**src/hw/rtl/lss_pkg.sv**
```systemverilog
`default_nettype none
// ----------------------------------------------------------------------------
// lss_pkg: shared types and constants for the line sensor steering block
// Register indexes, reset values, filter weights, sequencer states and the
// structs passed between the decoder, the multiply-accumulate unit and top.
// ----------------------------------------------------------------------------
package lss_pkg;

  localparam int SENSOR_COUNT = 12;
  localparam int CFG_IDX_W    = 3;
  localparam int CFG_DATA_W   = 10;
  localparam int STEER_W      = 19;
  localparam int POS_W        = 5;
  localparam int ACC_W        = 28;
  localparam int RAW_W        = 11;

  // register indexes
  localparam logic [CFG_IDX_W-1:0] REG_GAIN_STRAIGHT   = 3'd0;
  localparam logic [CFG_IDX_W-1:0] REG_GAIN_CURVE      = 3'd1;
  localparam logic [CFG_IDX_W-1:0] REG_CURVE_THRESHOLD = 3'd2;
  localparam logic [CFG_IDX_W-1:0] REG_DRIVE_OFFSET    = 3'd3;
  localparam logic [CFG_IDX_W-1:0] REG_DRIVE_LIMIT     = 3'd4;

  // register reset values
  localparam logic [7:0] RST_GAIN_STRAIGHT   = 8'd14;
  localparam logic [7:0] RST_GAIN_CURVE      = 8'd24;
  localparam logic [3:0] RST_CURVE_THRESHOLD = 4'd5;
  localparam logic [7:0] RST_DRIVE_OFFSET    = 8'd8;
  localparam logic [9:0] RST_DRIVE_LIMIT     = 10'd500;

  // Q8 filter weights, each pair sums to 256
  localparam logic [7:0] COEF_FILT_OLD = 8'd154;
  localparam logic [7:0] COEF_FILT_NEW = 8'd102;
  localparam logic [7:0] COEF_MIX_NEW  = 8'd205;
  localparam logic [7:0] COEF_MIX_OLD  = 8'd51;

  typedef enum logic [3:0] {
    ST_IDLE,
    ST_DECODE,
    ST_GAIN,
    ST_CLAMP,
    ST_FILT_A,
    ST_FILT_B,
    ST_MIX_A,
    ST_MIX_B,
    ST_DONE
  } state_t;

  typedef struct packed {
    logic                    zero;
    logic                    hit;
    logic signed [POS_W-1:0] pos;
  } decode_t;

  typedef struct packed {
    logic                      en;
    logic                      clear;
    logic signed [STEER_W-1:0] a;
    logic        [7:0]         b;
  } mac_op_t;

endpackage
`default_nettype wire

```
**src/hw/rtl/lss_if.sv**
```systemverilog
`default_nettype none
// ----------------------------------------------------------------------------
// lss_if: valid/ready channels of the line sensor steering block
// Sample channel carries the sensor bits; result channel carries the
// steering command, the decoded position and the line lost flag.
// ----------------------------------------------------------------------------
interface lss_sample_if;
  logic                            valid;
  logic                            ready;
  logic [lss_pkg::SENSOR_COUNT-1:0] sensor_bits;

  modport source (output valid, output sensor_bits, input ready);
  modport sink (input valid, input sensor_bits, output ready);
endinterface

interface lss_result_if;
  logic                                 valid;
  logic                                 ready;
  logic signed [lss_pkg::STEER_W-1:0]   steer_q8;
  logic signed [lss_pkg::POS_W-1:0]     line_position;
  logic                                 line_lost;

  modport source (output valid, output steer_q8, output line_position,
                  output line_lost, input ready);
  modport sink (input valid, input steer_q8, input line_position,
                input line_lost, output ready);
endinterface
`default_nettype wire

```
**src/hw/rtl/lss_decode.sv**
```systemverilog
`default_nettype none
// ----------------------------------------------------------------------------
// lss_decode: line position decoder
// Matches one, two or three adjacent lit sensors and gives twice the
// centroid minus eleven; flags the all-dark pattern.
// ----------------------------------------------------------------------------
module lss_decode (
  input  wire logic [lss_pkg::SENSOR_COUNT-1:0] bits,
  output lss_pkg::decode_t                      dec
);

  localparam int N = lss_pkg::SENSOR_COUNT;

  always_comb begin
    dec.zero = (bits == '0);
    dec.hit  = 1'b0;
    dec.pos  = '0;
    for (int i = 0; i < N; i++) begin
      if (bits == N'(1 << i)) begin
        dec.hit = 1'b1;
        dec.pos = lss_pkg::POS_W'(2 * i - 11);
      end
      if (i + 1 < N && bits == N'(3 << i)) begin
        dec.hit = 1'b1;
        dec.pos = lss_pkg::POS_W'(2 * i - 10);
      end
      if (i + 2 < N && bits == N'(7 << i)) begin
        dec.hit = 1'b1;
        dec.pos = lss_pkg::POS_W'(2 * i - 9);
      end
    end
  end

endmodule
`default_nettype wire

```
**src/hw/rtl/lss_mac.sv**
```systemverilog
`default_nettype none
// ----------------------------------------------------------------------------
// lss_mac: shared multiply-accumulate unit
// Signed 19-bit operand times unsigned 8-bit weight, loaded into or added
// to a 28-bit accumulator under control of the sequencer.
// ----------------------------------------------------------------------------
module lss_mac (
  input  wire logic                                clk,
  input  wire lss_pkg::mac_op_t                    op,
  output logic signed [lss_pkg::ACC_W-1:0]         acc
);

  logic signed [lss_pkg::ACC_W-1:0] prod;
  logic signed [lss_pkg::ACC_W-1:0] base;

  assign prod = op.a * $signed({1'b0, op.b});
  assign base = op.clear ? '0 : acc;

  always_ff @(posedge clk) begin
    if (op.en) begin
      acc <= base + prod;
    end
  end

endmodule
`default_nettype wire

```
**src/hw/rtl/line_sensor_steering.sv**
```systemverilog
`default_nettype none
// ----------------------------------------------------------------------------
// line_sensor_steering: proportional steering from a 12-bit line sensor bar
// Decodes the line position, applies gain, offset and clamp, then runs a
// two-step Q8 smoothing filter on one shared multiply-accumulate unit.
// ----------------------------------------------------------------------------
//  channel  | dir | payload                                  | handshake
//  ---------+-----+------------------------------------------+-------------
//  sample   | in  | sensor_bits[11:0]                        | valid/ready
//  result   | out | steer_q8[18:0], line_position, line_lost | valid/ready
//  cfg      | in  | cfg_index[2:0], cfg_data[9:0]            | cfg_we only
//
//  An item passes from accept to result valid through decode, gain multiply,
//  offset and clamp, two filter MAC steps, two blend MAC steps, output load;
//  an all-dark item skips gain, clamp and filter.
//  Sample ready is high only while the sequencer is idle, in the cycle after the
//  result loads at the earliest, and a new item is taken while a result waits.
//  A stalled result holds the sequencer in its last step; reset is synchronous.
// ----------------------------------------------------------------------------
module line_sensor_steering (
  input  wire logic                              clk,
  input  wire logic                              rst,
  lss_sample_if.sink                             sample,
  lss_result_if.source                           result,
  input  wire logic                              cfg_we,
  input  wire logic [lss_pkg::CFG_IDX_W-1:0]     cfg_index,
  input  wire logic [lss_pkg::CFG_DATA_W-1:0]    cfg_data
);

  localparam int SW = lss_pkg::STEER_W;
  localparam int PW = lss_pkg::POS_W;
  localparam int AW = lss_pkg::ACC_W;
  localparam int RW = lss_pkg::RAW_W;

  lss_pkg::state_t  state, state_next;
  lss_pkg::decode_t dec;
  lss_pkg::mac_op_t mac_op;

  logic [7:0] gain_straight;
  logic [7:0] gain_curve;
  logic [3:0] curve_threshold;
  logic [7:0] drive_offset;
  logic [9:0] drive_limit;

  logic [lss_pkg::SENSOR_COUNT-1:0] bits;
  logic signed [PW-1:0] held_position;
  logic signed [SW-1:0] smoothed_drive;
  logic signed [SW-1:0] snew;
  logic signed [RW-1:0] raw, raw_next;
  logic                 lost;

  logic                 out_valid;
  logic signed [SW-1:0] out_steer;
  logic signed [PW-1:0] out_pos;
  logic                 out_lost;

  logic signed [AW-1:0] acc;
  logic signed [SW-1:0] acc_q8;
  logic signed [PW-1:0] neg_pos;
  logic        [PW-1:0] abs_pos;
  logic        [7:0]    gain;
  logic signed [13:0]   drive_in, drive_adj, lim_pos, lim_neg;
  logic                 out_load;

  lss_decode u_decode (
    .bits (bits),
    .dec  (dec)
  );

  lss_mac u_mac (
    .clk (clk),
    .op  (mac_op),
    .acc (acc)
  );

  assign acc_q8   = acc[SW+7:8];
  assign neg_pos  = -held_position;
  assign abs_pos  = held_position[PW-1] ? neg_pos : held_position;
  assign gain     = (abs_pos >= {1'b0, curve_threshold}) ? gain_curve : gain_straight;
  assign out_load = (state == lss_pkg::ST_DONE) && (!out_valid || result.ready);

  // offset away from zero, then clamp to the symmetric limit
  always_comb begin
    drive_in = acc[13:0];
    lim_pos  = {4'b0, drive_limit};
    lim_neg  = -lim_pos;
    if (drive_in > 14'sd0) begin
      drive_adj = drive_in + $signed({6'b0, drive_offset});
    end else if (drive_in < 14'sd0) begin
      drive_adj = drive_in - $signed({6'b0, drive_offset});
    end else begin
      drive_adj = '0;
    end
    if (drive_adj > lim_pos) begin
      drive_adj = lim_pos;
    end else if (drive_adj < lim_neg) begin
      drive_adj = lim_neg;
    end
    raw_next = drive_adj[RW-1:0];
  end

  always_comb begin
    state_next   = state;
    mac_op.en    = 1'b0;
    mac_op.clear = 1'b0;
    mac_op.a     = '0;
    mac_op.b     = '0;
    case (state)
      lss_pkg::ST_IDLE: begin
        if (sample.valid) begin
          state_next = lss_pkg::ST_DECODE;
        end
      end
      lss_pkg::ST_DECODE: begin
        state_next = dec.zero ? lss_pkg::ST_MIX_A : lss_pkg::ST_GAIN;
      end
      lss_pkg::ST_GAIN: begin
        mac_op.en    = 1'b1;
        mac_op.clear = 1'b1;
        mac_op.a     = SW'(neg_pos);
        mac_op.b     = gain;
        state_next   = lss_pkg::ST_CLAMP;
      end
      lss_pkg::ST_CLAMP: begin
        state_next = lss_pkg::ST_FILT_A;
      end
      lss_pkg::ST_FILT_A: begin
        mac_op.en    = 1'b1;
        mac_op.clear = 1'b1;
        mac_op.a     = smoothed_drive;
        mac_op.b     = lss_pkg::COEF_FILT_OLD;
        state_next   = lss_pkg::ST_FILT_B;
      end
      lss_pkg::ST_FILT_B: begin
        mac_op.en  = 1'b1;
        mac_op.a   = {raw, 8'b0};
        mac_op.b   = lss_pkg::COEF_FILT_NEW;
        state_next = lss_pkg::ST_MIX_A;
      end
      lss_pkg::ST_MIX_A: begin
        mac_op.en    = 1'b1;
        mac_op.clear = 1'b1;
        mac_op.a     = lost ? smoothed_drive : acc_q8;
        mac_op.b     = lss_pkg::COEF_MIX_NEW;
        state_next   = lss_pkg::ST_MIX_B;
      end
      lss_pkg::ST_MIX_B: begin
        mac_op.en  = 1'b1;
        mac_op.a   = smoothed_drive;
        mac_op.b   = lss_pkg::COEF_MIX_OLD;
        state_next = lss_pkg::ST_DONE;
      end
      lss_pkg::ST_DONE: begin
        if (out_load) begin
          state_next = lss_pkg::ST_IDLE;
        end
      end
      default: begin
        state_next = lss_pkg::ST_IDLE;
      end
    endcase
  end

  always_ff @(posedge clk) begin
    if (rst) begin
      state <= lss_pkg::ST_IDLE;
    end else begin
      state <= state_next;
    end
  end

  always_ff @(posedge clk) begin
    if (rst) begin
      gain_straight   <= lss_pkg::RST_GAIN_STRAIGHT;
      gain_curve      <= lss_pkg::RST_GAIN_CURVE;
      curve_threshold <= lss_pkg::RST_CURVE_THRESHOLD;
      drive_offset    <= lss_pkg::RST_DRIVE_OFFSET;
      drive_limit     <= lss_pkg::RST_DRIVE_LIMIT;
    end else if (cfg_we) begin
      case (cfg_index)
        lss_pkg::REG_GAIN_STRAIGHT:   gain_straight   <= cfg_data[7:0];
        lss_pkg::REG_GAIN_CURVE:      gain_curve      <= cfg_data[7:0];
        lss_pkg::REG_CURVE_THRESHOLD: curve_threshold <= cfg_data[3:0];
        lss_pkg::REG_DRIVE_OFFSET:    drive_offset    <= cfg_data[7:0];
        lss_pkg::REG_DRIVE_LIMIT:     drive_limit     <= cfg_data[9:0];
        default: begin
        end
      endcase
    end
  end

  always_ff @(posedge clk) begin
    if (rst) begin
      held_position  <= '0;
      smoothed_drive <= '0;
      lost           <= 1'b0;
    end else begin
      case (state)
        lss_pkg::ST_IDLE: begin
          if (sample.valid) begin
            bits <= sample.sensor_bits;
          end
        end
        lss_pkg::ST_DECODE: begin
          lost <= dec.zero;
          if (dec.zero) begin
            held_position <= '0;
          end else if (dec.hit) begin
            held_position <= dec.pos;
          end
        end
        lss_pkg::ST_CLAMP: begin
          raw <= raw_next;
        end
        lss_pkg::ST_MIX_A: begin
          snew <= lost ? smoothed_drive : acc_q8;
        end
        lss_pkg::ST_MIX_B: begin
          // old value was used by this step; commit the new one
          smoothed_drive <= snew;
        end
        default: begin
        end
      endcase
    end
  end

  always_ff @(posedge clk) begin
    if (rst) begin
      out_valid <= 1'b0;
    end else if (out_load) begin
      out_valid <= 1'b1;
    end else if (result.ready) begin
      out_valid <= 1'b0;
    end
  end

  always_ff @(posedge clk) begin
    if (out_load) begin
      out_steer <= acc_q8;
      out_pos   <= held_position;
      out_lost  <= lost;
    end
  end

  assign sample.ready         = (state == lss_pkg::ST_IDLE);
  assign result.valid         = out_valid;
  assign result.steer_q8      = out_steer;
  assign result.line_position = out_pos;
  assign result.line_lost     = out_lost;

`ifndef SYNTHESIS
  a_held_range : assert property (@(posedge clk) disable iff (rst)
    held_position >= -5'sd11 && held_position <= 5'sd11)
    else $error("held position out of range");

  a_accept_decode : assert property (@(posedge clk) disable iff (rst)
    sample.valid && sample.ready |=> state == lss_pkg::ST_DECODE)
    else $error("accepted item did not enter decode");

  a_raw_clamped : assert property (@(posedge clk) disable iff (rst)
    state == lss_pkg::ST_FILT_A |->
      $signed({raw[RW-1], raw}) <= $signed({2'b0, drive_limit}) &&
      $signed({raw[RW-1], raw}) >= -$signed({2'b0, drive_limit}))
    else $error("raw drive exceeds limit");

  a_lost_pos : assert property (@(posedge clk) disable iff (rst)
    out_load && lost |-> held_position == '0)
    else $error("lost line with nonzero position");
`endif

endmodule
`default_nettype wire

```
**src/flat_wrapper.sv**
```systemverilog
// flat-port wrapper written by rule: the top's interface ports become plain ports
module line_sensor_steering_flat 
  (clk, rst, cfg_we, cfg_index, cfg_data, sample_valid, sample_sensor_bits, sample_ready, result_valid, result_steer_q8, result_line_position, result_line_lost, result_ready);
  lss_sample_if sample_i ();
  lss_result_if result_i ();
  input  wire logic clk;
  input  wire logic rst;
  input  wire logic cfg_we;
  input  wire logic [lss_pkg::CFG_IDX_W-1:0] cfg_index;
  input  wire logic [lss_pkg::CFG_DATA_W-1:0] cfg_data;
  input wire logic [$bits(sample_i.valid)-1:0] sample_valid;
  input wire logic [$bits(sample_i.sensor_bits)-1:0] sample_sensor_bits;
  output wire logic [$bits(sample_i.ready)-1:0] sample_ready;
  output wire logic [$bits(result_i.valid)-1:0] result_valid;
  output wire logic [$bits(result_i.steer_q8)-1:0] result_steer_q8;
  output wire logic [$bits(result_i.line_position)-1:0] result_line_position;
  output wire logic [$bits(result_i.line_lost)-1:0] result_line_lost;
  input wire logic [$bits(result_i.ready)-1:0] result_ready;
  assign sample_i.valid = sample_valid;
  assign sample_i.sensor_bits = sample_sensor_bits;
  assign sample_ready = sample_i.ready;
  assign result_valid = result_i.valid;
  assign result_steer_q8 = result_i.steer_q8;
  assign result_line_position = result_i.line_position;
  assign result_line_lost = result_i.line_lost;
  assign result_i.ready = result_ready;
  line_sensor_steering u_core (.clk(clk), .rst(rst), .sample(sample_i), .result(result_i), .cfg_we(cfg_we), .cfg_index(cfg_index), .cfg_data(cfg_data));
endmodule
```
**config.mk**
```make
export PLATFORM = sky130hd
export DESIGN_NAME = line_sensor_steering_flat
export DESIGN_NICKNAME = d
export VERILOG_FILES = /design/src/hw/rtl/lss_pkg.sv /design/src/hw/rtl/lss_if.sv /design/src/hw/rtl/lss_decode.sv /design/src/hw/rtl/lss_mac.sv /design/src/hw/rtl/line_sensor_steering.sv /design/src/flat_wrapper.sv
export SDC_FILE = /design/constraint.sdc
export NUM_CORES = 1
export LEC_CHECK = 0
export BUFFER_PORTS_ARGS = -buffer_cell sky130_fd_sc_hd__buf_2
export CORE_MARGIN = 4
export CORE_UTILIZATION = 40
export DETAILED_ROUTE_END_ITERATION = 6
export PLACE_DENSITY = 0.53
export RECOVER_POWER = 50
export SYNTH_ARGS = -nofsm -noshare
export SYNTH_HDL_FRONTEND = slang
export SYNTH_SLANG_ARGS = --single-unit
```
**constraint.sdc**
```tcl
create_clock -name clk -period 9.26 [get_ports clk]
set_clock_uncertainty 0.15 [all_clocks]
set_input_delay 1.852 -clock clk [delete_from_list [all_inputs] [get_ports clk]]
set_output_delay 1.852 -clock clk [all_outputs]
set_load 0.005 [all_outputs]
```
==> After elaboration in Yosys (flattened, before gate mapping) <==
Index checks and enable logic that the tools add are counted.
{ "op_classes": {"n_addsub": 5, "mul": 1, "magnitude_cmp": 5, "n_eq_ne": 47, "muxes": 52, "bitwise": 1, "reduce_logical": 20} }
{ "op_table": {"columns": ["operator", "n"], "rows": [
  ["$mux W6", 33],
  ["$pmux W27 S5", 1],
  ["$eq A12 B10 Y1 const B", 3],
  ["$eq A12 B11 Y1 const B", 3],
  ["$eq A12 B12 Y1 const B", 3],
  ["$eq A12 B3 Y1 const B", 3],
  ["$eq A12 B4 Y1 const B", 3],
  ["$eq A12 B5 Y1 const B", 3],
  ["$eq A12 B6 Y1 const B", 3],
  ["$eq A12 B7 Y1 const B", 3],
  ["$eq A12 B8 Y1 const B", 3],
  ["$eq A12 B9 Y1 const B", 3],
  ["$pmux W4 S9", 1],
  ["$add A28 B28 Y28", 1],
  ["$mul A19 B9 Y28", 1],
  ["$mux W14", 2],
  ["$mux W28", 1],
  ["$eq A12 B2 Y1 const B", 2],
  ["$mux W19", 1],
  ["$reduce_and A2 Y1", 9],
  ["$eq A4 B3 Y1 const B", 4],
  ["$mux W5", 3],
  ["$add A14 B9 Y14", 1],
  ["$gt A14 B1 Y1 const B", 1],
  ["33 further kinds", 40]
]} }
{ "word_totals": {"register_bits": 163, "output_inout_bits": 27} }

==> Depth between registers and ports, before layout <==
Gate-level depths: netlist of the first run.
{ "depth": {"ltp_word": 36, "ltp_mapped": 31, "mapped_depth_nobuf": 30} }

==> By module <==
Synthesis of the first run repeated with hierarchy kept, for this count alone.
{ "hier_totals": {"hier_cells": 1665, "hier_area_um2": 15382.3} }
{ "by_module_without_submodules": {"columns": ["module", "instances", "cells_per_inst", "area_each_um2"], "rows": [
  ["line_sensor_steering", 1, 816, 7577.3],
  ["lss_mac", 1, 768, 7206.9],
  ["lss_decode", 1, 81, 598.1]
]} }

==> Worst setup path before layout of the first run <==
OpenSTA, ideal clock, no wires.
{ "synth_timing": {"path_type": "register to register", "from": "register u_core.held_position[0]", "to": "register u_core.u_mac.acc[25] (netlist name) (data pin)", "setup_time_ns": 0.195, "arrival_time_ns": 7.606, "setup_slack_ns": 1.309, "stages_incl_launch_ff": 31, "cell_sequence": "dfxtp_1 > inv_1 > ha_1 > nand2_1 > o21ai_0 > ha_1 > a21o_1 > a21o_1 > a211oi_4 > mux2_2 > a21oi_1 > clkbuf_1 > nor2_1 > fa_1 > inv_1 > fa_1 > inv_1 > fa_1 > fa_1 > inv_1 > fa_1 > inv_1 > ha_1 > a21o_1 > nand3_1 > a2bb2oi_1 > o31ai_1 > o211ai_1 > a21o_1 > or4b_2 > o311ai_0"} }
{ "synth_via": {"elab_chain_cells": 7} }
{ "synth_rtl": {"columns": ["item", "line", "rtl"], "rows": [
  ["from (decl)", "line_sensor_steering.sv:46", "logic signed [PW-1:0] held_position;"],
  ["from (signal assigned)", "line_sensor_steering.sv:209", "held_position <= dec.pos;"],
  ["$neg A5 Y5", "line_sensor_steering.sv:77", "assign neg_pos = -held_position;"],
  ["$mux W5", "line_sensor_steering.sv:78", "assign abs_pos = held_position[PW-1] ? neg_pos : held_position;"],
  ["$ge A5 B4 Y1", "line_sensor_steering.sv:79", "assign gain = (abs_pos >= {1'b0, curve_threshold}) ? gain_curve : gain_straight;"],
  ["$mux W8", "line_sensor_steering.sv:79", null],
  ["$pmux W27 S5 (*)", "line_sensor_steering.sv:108", "case (state)"],
  ["$mul A19 B9 Y28 (*)", "lss_mac.sv:16", "assign prod = op.a * $signed({1'b0, op.b});"],
  ["$add A28 B28 Y28 (*)", "lss_mac.sv:21", "acc <= base + prod;"],
  ["to (signal assigned)", "lss_mac.sv:21", null],
  ["to (decl)", "lss_mac.sv:10", "output logic signed [lss_pkg::ACC_W-1:0] acc"]
]} }
Every way passes the cells marked *; elsewhere a longest branch is shown, timed or not.
A chain may end at the register's enable or synchronous reset.

==> Worst setup path in the final report of the first run <==
Same ends and word-level chain as after synthesis.

==> results of run 1 <==
==> worst min-delay path: stages, from the launching register on <==
cell and delay, ps:
dfxtp_1 310, nand2_1 50, a21oi_1 50
==> per-stage QoR <==
step	hold WS (ps)	utilization (%)
6_report	307	44.2
4_1_cts	312	44.3
3_3_place_gp	303	42.8
2_1_floorplan	271	-
5_1_grt	337	44.2
3_5_place_dp	302	42.8
==> metal layers <==
metal	track usage, %	part of all wire [%]
met4	5.32	2.2
met1	27.5	48
met2	33.2	47
met3	3.09	3.5
met5	0	0
==> power by group <==
part / internal [W] / switching (W)
sequential: 0.000791 / 0.0000337
clock: 0.000380 / 0.000334
combinational: 0.000127 / 0.000208
==> layout by cell type (no fill, tap or decap), types with 19 or more instances in the layout <==
cell	count
a21oi_1	89
buf_2	56
clkbuf_16	19
dfxtp_1	68
edfxtp_1	94
fa_1	142
ha_1	106
inv_1	208
mux2i_1	19
nand2_1	248
nand2b_1	23
nand3_1	21
nor2_1	154
nor2b_1	20
nor3_1	35
o21ai_0	42
xnor2_1	43
==> registers in the layout, indices dropped and copies added, names as in the netlist <==
register / count
u_core.drive_limit: 10
u_core.smoothed_drive: 19
u_core.result.line_position: 5
u_core.curve_threshold: 4
u_core.held_position: 5
u_core.result.line_lost: 1
u_core.result.valid: 1
u_core.lost: 1
u_core.bits: 12
u_core.u_mac.acc: 27
u_core.gain_curve: 8
u_core.result.steer_q8: 19
u_core.state: 4
u_core.raw: 11
u_core.gain_straight: 8
u_core.drive_offset: 8
u_core.snew: 19
==> cell families (layout without fill, tap and decap cells) <==
| kind of cell | Yosys count | in the layout | synth area share [%] |
|---|---|---|---|
| AOI/OAI and AO/OA | 269 | 269 | 11.9 |
| xor gates and xnor gates | 60 | 60 | 3.51 |
| DFF | 162 | 162 | 27.9 |
| buffers and inverters | 277 | 319 | 7.14 |
| adders and majority gates | 248 | 248 | 27.8 |
| and+or+nand+nor | 607 | 607 | 18.9 |
| muxes | 39 | 39 | 2.77 |
==> layout make-up <==
class	count	share of cell area [%]
Multi-Input combinational cell	1223	59.8
Sequential cell	162	25.7
Inverter	211	4.87
Tap cell	468	3.60
Clock buffer	20	2.94
Timing Repair Buffer	76	2.51
Clock inverter	12	0.546
==> how the worst max path moves through the flow <==
stage                            startpoint                    to  slack, ps  cells past startpoint
global route        u_core.held_position[0]  u_core.u_mac.acc[25]        250                     28
floorplan           u_core.held_position[0]  u_core.u_mac.acc[25]       1310                     30
global placement    u_core.held_position[0]  u_core.u_mac.acc[26]        960                     28
detailed placement  u_core.held_position[0]  u_core.u_mac.acc[24]        880                     29
CTS                 u_core.held_position[0]  u_core.u_mac.acc[26]        800                     28
finish              u_core.held_position[0]  u_core.u_mac.acc[25]        770                     28
==> qor_table.md, run 1 <==
| Stage | Parameter | Value |
|---|---|---|
| die | Die ar. | 40600 um^2 |
| clocking | Root cell of the clock tree | clkbuf_16 |
| setup path | Sort of element at the end of the critical path | flip-flop |
| setup path | Max stage delay on crit path | 640 ps |
| die | Die H | 202 um |
| yosys | Cell variety after synth | 85 |
| global route | Overflow after GRT | 0 |
| die | Core Rows | 70 |
| finish | Antenna diodes | 0 |
| yosys | Mapped Nets | 1940 |
| global route | Largest net degree at the start of global routing | 64 |
| setup path | Startpoint-to-endpoint class of the critical path | reg -> reg |
| setup path | CP Data Arrival Time | 8600 ps |
| setup path | Critical path buffers and inverters | 4 |
| sta | Hold Violations, Final | 0 |
| hold path | Startpoint of the tightest hold check path | u_core.gain_curve[7] |
| clocking | CTS Hold Buffers Added | 0 |
| die | Initial standard-cell utilization of the core | 40.7% |
| setup path | Critical Path RT | 9370 ps |
| sta | Worst-margin pin slew | 3250 ps |
| setup path | Delay-heaviest family, CP | adder cells |
| clocking | TritonCTS clock tree | done |
| yosys | Cell taking the most area after synthesis | fa_1 |
| global route | Combined global-route utilization of all metal layers | 20.0% |
| clocking | Setup repair bufs after CTS | 0 |
| drt | Aggregate routed wire length | 39.5 mm |
| clocking | Clk slew on worst S/H paths | 80 ps |
| global route | Via count of the first global-routing pass | 11900 |
| global route | Antenna violations before repair | 0 |
| die | DIE WIDTH | 202 um |
| clocking | Clock latency of the later-clocked register in the worst-skew pair | 460 ps |
| clocking | Total of cells resized after clock tree synthesis | 0 |
| setup path | Critical-path maximum fanout | 17 |
| sta | Number of max-slew violations in the final report | 90 |
| setup path | Most frequent CP cell | fa_1 |
| yosys | Synthesis-stage register bit count | 162 |
| yosys | Number of instances in the synthesized netlist | 1662 |
| power | Power density of the placed cells | 115 nW/um^2 |
| setup path | Highest-delay cell along the critical path | o21ai_2 |
| power | Sum of internal, switching and leakage power | 0.00187 W |
| yosys | Area share of the largest cell type after synthesis | 19.0% |
| drt | Average wire length per cell after detail routing | 18.2 um |
| yosys | Cells taking the most area after synthesis | fa_1 19%, edfxtp_1 19%, dfxtp_1 9.1% |
| drt | Pre-antenna DRT Iters | 6 |
| power | Leakage power summed over all cells | 7.18 nW |
| clocking | Clock buffer depth | 2 |
| drt | Initial detailed-routing violation count | 789 |
| yosys | Dominant cell by count in the synthesized netlist | nand2_1 |
| placement | Cell count after placement | 2140 |
| clocking | Clock buffer count from CTS | 17 |
| finish | Area overhead of the layout relative to synthesis | 8.65% |
| setup path | Number of cells on the worst reg-to-reg path | 28 |
| hold path | Min-delay worst type | reg -> reg |
| yosys | Sequential cell area fraction in the yosys report | 27.9% |
| status | Run status | complete, but fails checks |
| status | Violations in the final reports | max-capacitance violations, max-slew violations |
| placement | Post-DP HPWL | 30.7 mm |
| setup path | Endpoint of the lowest-slack register-to-register path | u_core.u_mac.acc[25] |
| finish | Register area | 4180 um^2 |
| finish | Proportion of layout cells with a drive suffix above 1 | 8.39% |
| sta | Share of the cycle needed by the critical path after routing | 91.7% |
| drt | Residual antenna-violating net count after detailed routing | 0 |
| drt | DR vias/cell | 5.33 |
| placement | # port buffers | 56 |
| finish | Area taken by multi-input logic gates | 9740 um^2 |
| drt | Vias | 11600 |
| flow run | Max-cap check violation count | 2 |
| sta | Post-layout min period | 8490 ps |
| placement | Pre-CTS setup slack | 879 ps |
| yosys | Share of flip-flops with an asynchronous set or reset | 0% |
| finish | Post-route design area | 16300 um^2 |
| finish | Final Non-Filler Cells | 2172 |
| setup path | CP startpoint kind | flip-flop |
| sta | Peak clock frequency supported by timing | 118 MHz |
| placement | Instance area after placement | 15700 um^2 |
| sta | Setup violation total in the final timing report | 0 |
| yosys | Synth Warn # | 0 |
| finish | Fin nets | 1969 |
| yosys | Ranking of synthesized cells by instance count | 248 x nand2_1, 208 x inv_1, 156 x nor2_1 |
| sta | Setup repair after global routing missed its margin | no |
| die | I/O pin cnt | 57 |
| finish | Number of inserted filler cells in the final layout | 3627 |
| yosys | Per-instance average area after synthesis | 9.01 um^2 |
| clocking | Clock sink count | 162 |
| die | Core box area | 36800 um^2 |
| setup path | Setup slack on the worst flop-to-flop path | 770 ps |
| power | Worst ir drop on vdd | 0.0867 mV |
| yosys | Post-synthesis cell area | 15000 um^2 |
| sta | Accumulated negative setup slack | 0 ps |
| setup path | Reg2Reg Launch Point | u_core.held_position[0] |
| yosys | Post-synth EDFFs | 94 |
| drt | Detailed-route DRC error count | 0 |
| yosys | Primary FF master, synth | edfxtp_1 |
| hold path | Cell depth of the worst hold path | 2 |
| clocking | H-tree lvl count | 4 |
| placement | GP Congestion | 0.861 |
| global route | Wire length of the first global-routing pass | 65.2 mm |
| sta | Smallest setup slack after layout | 769 ps |
| sta | Worst rel slew slack | -117% |
| hold path | Hold path endpoint | u_core.gain_curve[7] |
No activity file was read; power rests on OpenSTA's default activity.
==> inputs of run 2 (changes only) <==
--- a/config.mk
+++ b/config.mk
@@ -6,11 +6,13 @@
 export NUM_CORES = 1
 export LEC_CHECK = 0
 export BUFFER_PORTS_ARGS = -buffer_cell sky130_fd_sc_hd__buf_2
+export CORE_ASPECT_RATIO = 0.5
 export CORE_MARGIN = 4
 export CORE_UTILIZATION = 40
 export DETAILED_ROUTE_END_ITERATION = 6
 export PLACE_DENSITY = 0.53
 export RECOVER_POWER = 50
+export REMOVE_ABC_BUFFERS = 1
 export SYNTH_ARGS = -nofsm -noshare
 export SYNTH_HDL_FRONTEND = slang
 export SYNTH_SLANG_ARGS = --single-unit
==> qor_table.md, run 2 (synthesis gave the netlist of run 1 again) <==
| Stage | Parameter | Value |
|---|---|---|
| setup path | Critical path buffers and inverters | 4 |
| setup path | Critical-path maximum fanout | 17 |
| finish | Fin nets | 1969 |
| finish | Largest register FFs | 27 |
| clocking | Clock buffer depth | 2 |
| clocking | TritonCTS clock tree | done |
| drt | Vias | 11700 |
| global route | Antenna violations before repair | 1 |
| setup path | Sort of element at the end of the critical path | flip-flop |
| setup path | Most frequent CP cell | fa_1 |
| finish | Area overhead of the layout relative to synthesis | 8.82% |
| power | Power density of the placed cells | 115 nW/um^2 |
| placement | # port buffers | 56 |
| drt | Detailed-route DRC error count | 0 |
| hold path | Hold path endpoint | u_core.gain_curve[7] |
| sta | Hold Violations, Final | 0 |
| finish | Most used cells in the layout excluding fill and tap cells | 248 x nand2_1, 208 x inv_1, 155 x nor2_1, 142 x fa_1, 106 x ha_1 |
| die | I/O pin cnt | 57 |
| power | Cell Int Power | 0.00128 W |
| die | Core Rows | 49 |
| drt | Average wire length per cell after detail routing | 18.6 um |
| sta | Setup violation total in the final timing report | 0 |
| power | Part of the total power dissipated in the clock network | 38.0% |
| clocking | CTS Hold Buffers Added | 0 |
| placement | Instance area after placement | 15800 um^2 |
| setup path | Highest-delay cell along the critical path | o21ai_2 |
| sta | Share of the cycle needed by the critical path after routing | 92.5% |
| clocking | Clock latency of the later-clocked register in the worst-skew pair | 450 ps |
| sta | Post-layout min period | 8570 ps |
| placement | Post-DP HPWL | 32.2 mm |
| placement | GP Congestion | 0.879 |
| finish | Top register by number of flip-flops | u_core.u_mac.acc |
| sta | Worst rel slew slack | -107% |
| clocking | Root cell of the clock tree | clkbuf_16 |
| finish | Final core occ | 44.8% |
| clocking | H-tree lvl count | 4 |
| flow run | Max-cap check violation count | 2 |
| finish | Most common cell after layout, fill and taps aside | nand2_1 |
| hold path | Min-delay worst type | reg -> reg |
| setup path | Reg2Reg Launch Point | u_core.held_position[0] |
| global route | Wire length of the first global-routing pass | 65.0 mm |
| sta | Peak clock frequency supported by timing | 117 MHz |
| die | Core box area | 36400 um^2 |
| global route | Via count of the first global-routing pass | 11800 |
| drt | Initial detailed-routing violation count | 766 |
| finish | Final Non-Filler Cells | 2189 |
| setup path | CP startpoint kind | flip-flop |
| clocking | Clk slew on worst S/H paths | 80 ps |
| power | Leakage power summed over all cells | 7.18 nW |
| sta | Accumulated negative setup slack | 0 ps |
| setup path | Startpoint-to-endpoint class of the critical path | reg -> reg |
| setup path | Endpoint of the lowest-slack register-to-register path | u_core.u_mac.acc[24] |
| global route | Overflow after GRT | 0 |
| clocking | Clock buffer count from CTS | 17 |
| sta | Setup repair after global routing missed its margin | no |
| power | Sum of internal, switching and leakage power | 0.00188 W |
| power | Share of total power in sequential cells | 43.8% |
| drt | DR vias/cell | 5.36 |
| die | Die ar. | 40800 um^2 |
| die | Initial standard-cell utilization of the core | 41.1% |
| sta | Worst-margin pin slew | 3110 ps |
| status | Run status | complete, but fails checks |
| hold path | Startpoint of the tightest hold check path | u_core.gain_curve[7] |
| clocking | Clock sink count | 162 |
| setup path | Number of cells on the worst reg-to-reg path | 27 |
| power | Worst ir drop on vdd | 0.101 mV |
| die | Die H | 145 um |
| status | Violations in the final reports | max-capacitance violations, max-slew violations |
| power | Relative contribution of combinational cells to total power | 18.2% |
| setup path | Critical Path RT | 9370 ps |
| die | DIE WIDTH | 282 um |
| setup path | Delay-heaviest family, CP | adder cells |
| setup path | Max stage delay on crit path | 600 ps |
| sta | Number of max-slew violations in the final report | 92 |
| setup path | Setup slack on the worst flop-to-flop path | 690 ps |
| drt | Residual antenna-violating net count after detailed routing | 0 |
| power | Switching component of the power | 0.000606 W |
| finish | Proportion of layout cells with a drive suffix above 1 | 8.27% |
| setup path | CP Data Arrival Time | 8680 ps |
| global route | Largest net degree at the start of global routing | 64 |
| hold path | Cell depth of the worst hold path | 2 |
| drt | Aggregate routed wire length | 40.8 mm |
| finish | Post-route design area | 16300 um^2 |
| global route | Combined global-route utilization of all metal layers | 20.6% |
| drt | Pre-antenna DRT Iters | 5 |
| placement | Cell count after placement | 2156 |
| power | Sw Share | 32.2% |
-- run 2: cell count changes in the layout (fill, tap and decap cells not counted), sizes merged --
cell / delta
buf: -2
clkinvlp: +1
clkinv: +1
clkbuf: -1
diode: +1
inv: +1
-- run 2: final cells by class --
class,count,area [um^2]
sequential,162,4180
inverter,211,792
antenna,1,2.50
clock inverter,15,143
clock buffer,17,425
tap,484,606
multi-input combinational,1223,9750
fill,3591,20100
timing repair buffer,76,403
-- run 2: metal layers --
metal	part of all wire [%]	wire (um)	global-route usage, %
met4	1.5	622	4.87
met3	5.2	2130	3.77
met5	0	0	0
met2	43	17600	32.2
met1	50	20400	29.9
-- run 2: worst register-to-register path, delay by kind of cell, from the launching register on --
kind | cells | cell delay (ps)
compound gates | 10 | 2720
fa+ha+maj | 8 | 3620
buf+inv | 4 | 240
flops | 1 | 410
mux | 1 | 170
simple gates | 4 | 1070
-- run 2: worst max path at each step --
stage	from	cells after the start	endpoint
floorplan	u_core.held_position[0]	29	u_core.u_mac.acc[25]
global placement	u_core.held_position[0]	29	u_core.u_mac.acc[25]
detailed placement	u_core.held_position[0]	29	u_core.u_mac.acc[24]
CTS	u_core.held_position[0]	29	u_core.u_mac.acc[24]
global route	u_core.held_position[0]	27	u_core.u_mac.acc[24]
finish	u_core.held_position[0]	27	u_core.u_mac.acc[24]
-- run 2: timing repair --
action	4_1_cts	5_1_grt
hold endpoints to repair	0	0
setup buffers	0	0
gates resized for setup	0	1
setup endpoints to repair	0	2
-- run 2: stage by stage --
step / worst slack, ps / hold slack (ps)
6_report: 695 / 306
5_1_grt: 182 / 332
4_1_cts: 467 / 307
3_5_place_dp: 521 / 297
3_3_place_gp: 783 / 301
2_1_floorplan: 1240 / 280
-- run 2: power by group through the flow --
stage	Sequential, W	Clock [W]	Combinational [W]
after CTS	0.000824	0.000724	0.000345
after global routing	0.000827	0.000751	0.000384
after global placement	0.000840	0	0.000336
after floorplan	0.000826	0	0.000235
after detailed placement	0.000840	0	0.000342
final	0.000824	0.000715	0.000342
==> inputs of run 3 (changes only) <==
--- a/config.mk
+++ b/config.mk
@@ -8,9 +8,9 @@
 export BUFFER_PORTS_ARGS = -buffer_cell sky130_fd_sc_hd__buf_2
 export CORE_ASPECT_RATIO = 0.5
 export CORE_MARGIN = 4
-export CORE_UTILIZATION = 40
+export CORE_UTILIZATION = 50
 export DETAILED_ROUTE_END_ITERATION = 6
-export PLACE_DENSITY = 0.53
+export PLACE_DENSITY = 0.64
 export RECOVER_POWER = 50
 export REMOVE_ABC_BUFFERS = 1
 export SYNTH_ARGS = -nofsm -noshare
==> qor_table.md, run 3 (synthesis gave the netlist of run 1 again) <==
| Stage | Parameter | Value |
|---|---|---|
| setup path | CP startpoint kind | flip-flop |
| finish | Area overhead of the layout relative to synthesis | 7.94% |
| clocking | Clock buffer count from CTS | 17 |
| setup path | CP Data Arrival Time | 8470 ps |
| hold path | Min-delay worst type | reg -> reg |
| die | Die H | 130 um |
| hold path | Hold path endpoint | u_core.gain_curve[2] |
| sta | Setup violation total in the final timing report | 0 |
| setup path | Endpoint of the lowest-slack register-to-register path | u_core.u_mac.acc[26] |
| placement | Post-DP HPWL | 30.6 mm |
| setup path | Delay-heaviest family, CP | adder cells |
| setup path | Reg2Reg Launch Point | u_core.held_position[0] |
| drt | Average wire length per cell after detail routing | 18.6 um |
| hold path | Startpoint of the tightest hold check path | u_core.gain_curve[2] |
| global route | Via count of the first global-routing pass | 11800 |
| die | DIE WIDTH | 253 um |
| setup path | Setup slack on the worst flop-to-flop path | 830 ps |
| placement | GP Congestion | 0.897 |
| clocking | H-tree lvl count | 4 |
| sta | Post-layout min period | 8430 ps |
| die | Core Rows | 44 |
| setup path | Most frequent CP cell | fa_1 |
| drt | DR vias/cell | 5.68 |
| setup path | Critical path buffers and inverters | 4 |
| setup path | Number of cells on the worst reg-to-reg path | 28 |
| placement | # port buffers | 56 |
| setup path | Startpoint-to-endpoint class of the critical path | reg -> reg |
| setup path | Critical-path maximum fanout | 17 |
| finish | Fin nets | 1968 |
| sta | Accumulated negative setup slack | 0 ps |
| setup path | Highest-delay cell along the critical path | o21ai_2 |
| die | Die ar. | 33000 um^2 |
| finish | Largest register FFs | 27 |
| die | Initial standard-cell utilization of the core | 51.2% |
| global route | Overflow after GRT | 0 |
| flow run | Max-cap check violation count | 3 |
| global route | Antenna violations before repair | 1 |
| sta | Share of the cycle needed by the critical path after routing | 91.0% |
| placement | Pre-CTS setup slack | 885 ps |
| clocking | Clock latency of the later-clocked register in the worst-skew pair | 440 ps |
| clocking | Total of cells resized after clock tree synthesis | 0 |
| die | I/O pin cnt | 57 |
| drt | Pre-antenna DRT Iters | 7 |
| power | Leakage power summed over all cells | 7.17 nW |
| drt | Vias | 11900 |
| finish | Proportion of layout cells with a drive suffix above 1 | 8.04% |
| sta | Setup repair after global routing missed its margin | no |
| clocking | CTS Hold Buffers Added | 0 |
| clocking | Clk slew on worst S/H paths | 70 ps |
| status | Violations in the final reports | max-capacitance violations, max-slew violations |
| clocking | Clock buffer depth | 2 |
| sta | Hold Violations, Final | 0 |
| power | Power density of the placed cells | 115 nW/um^2 |
| finish | Most common cell after layout, fill and taps aside | nand2_1 |
| drt | Detailed-route DRC error count | 0 |
| sta | Worst rel slew slack | -109% |
| setup path | Critical Path RT | 9300 ps |
| drt | Residual antenna-violating net count after detailed routing | 0 |
| global route | Wire length of the first global-routing pass | 62.9 mm |
| setup path | Sort of element at the end of the critical path | flip-flop |
| sta | Smallest setup slack after layout | 831 ps |
| sta | Peak clock frequency supported by timing | 119 MHz |
| power | Worst ir drop on vdd | 0.145 mV |
| die | Core box area | 29200 um^2 |
| drt | Initial detailed-routing violation count | 1109 |
| finish | Most used cells in the layout excluding fill and tap cells | 248 x nand2_1, 208 x inv_1, 155 x nor2_1, 142 x fa_1, 106 x ha_1 |
| finish | Top register by number of flip-flops | u_core.u_mac.acc |
| sta | Worst-margin pin slew | 3130 ps |
| clocking | TritonCTS clock tree | done |
| global route | Largest net degree at the start of global routing | 64 |
| clocking | Setup repair bufs after CTS | 0 |
| finish | Number of inserted filler cells in the final layout | 2658 |
| global route | Combined global-route utilization of all metal layers | 24.4% |
| sta | Number of max-slew violations in the final report | 118 |
| clocking | Clock sink count | 162 |
| status | Run status | complete, but fails checks |
| hold path | Cell depth of the worst hold path | 2 |
| drt | Aggregate routed wire length | 38.9 mm |
| setup path | Max stage delay on crit path | 610 ps |
| clocking | Root cell of the clock tree | clkbuf_16 |
## run 3: cell types whose count changed in the layout (fill, tap and decap cells not counted), sizes merged
cell | previous run | this run
inv | 218 | 220
clkinv | 7 | 4
clkinvlp | 1 | 0
clkbuf | 25 | 26
## run 3: metrics by stage
step	total power (W)	utilization (%)	instance area, um^2	hold slack [ps]	cells
2_1_floorplan	0.00106	-	14700	280	1596
3_3_place_gp	0.00117	53.5	15600	295	2062
3_5_place_dp	0.00117	53.5	15600	298	2062
4_1_cts	0.00187	55.4	16200	308	2094
5_1_grt	0.00195	55.3	16200	320	2094
6_report	0.00186	55.3	16200	308	2095
## run 3: where the power goes
part	leakage, nW	internal [W]	switching, W
combinational	5.48	0.000126	0.000207
sequential	1.41	0.000792	0.0000348
clock	0.285	0.000369	0.000332
total	7.17	0.00129	0.000574
## run 3: routing by layer
| layer | vias up | part of all wire (%) | global-route usage, % | routed length (um) |
|---|---|---|---|---|
| met1 | 5863 | 48 | 35.1 | 18600 |
| met5 | - | 0 | 0 | 0 |
| li1 | 5633 | - | - | - |
| met3 | 47 | 6.9 | 4.71 | 2690 |
| met4 | 0 | 1.8 | 6.45 | 687 |
| met2 | 362 | 44 | 38.4 | 16900 |
## run 3: worst max-delay path by stage
stage	start	end	slack, ps	depth (start not counted)
final	u_core.held_position[0]	u_core.u_mac.acc[26]	830	28
after global routing	u_core.held_position[0]	u_core.u_mac.acc[25]	300	28
after CTS	u_core.held_position[0]	u_core.u_mac.acc[25]	860	30
after detailed placement	u_core.held_position[0]	u_core.u_mac.acc[25]	890	30
after global placement	u_core.held_position[0]	u_core.u_mac.acc[25]	1060	30
after floorplan	u_core.held_position[0]	u_core.u_mac.acc[25]	1240	29
## run 3: cell type report
cell class / count / area [um^2] / share of cell area (%)
diodes: 1 / 2.50 / 0.0155
inverters: 211 / 792 / 4.90
clock buffers: 19 / 454 / 2.81
clock inverters: 13 / 110 / 0.681
flip-flops and latches: 162 / 4180 / 25.9
repair buffers: 75 / 397 / 2.45
well taps: 391 / 489 / 3.03
multi-input cells: 1223 / 9740 / 60.2
## run 3: worst register-to-register path, delay by kind of cell (launching register included)
| kind | cells | cell delay (ps) |
|---|---|---|
| flip-flops | 1 | 400 |
| buffers and inverters | 4 | 240 |
| multiplexers | 1 | 170 |
| XOR/XNOR | 1 | 80 |
| AO/OA/AOI/OAI | 11 | 3190 |
| AND/OR/NAND/NOR | 3 | 410 |
| adder cells (fa/ha/maj) | 8 | 3540 |
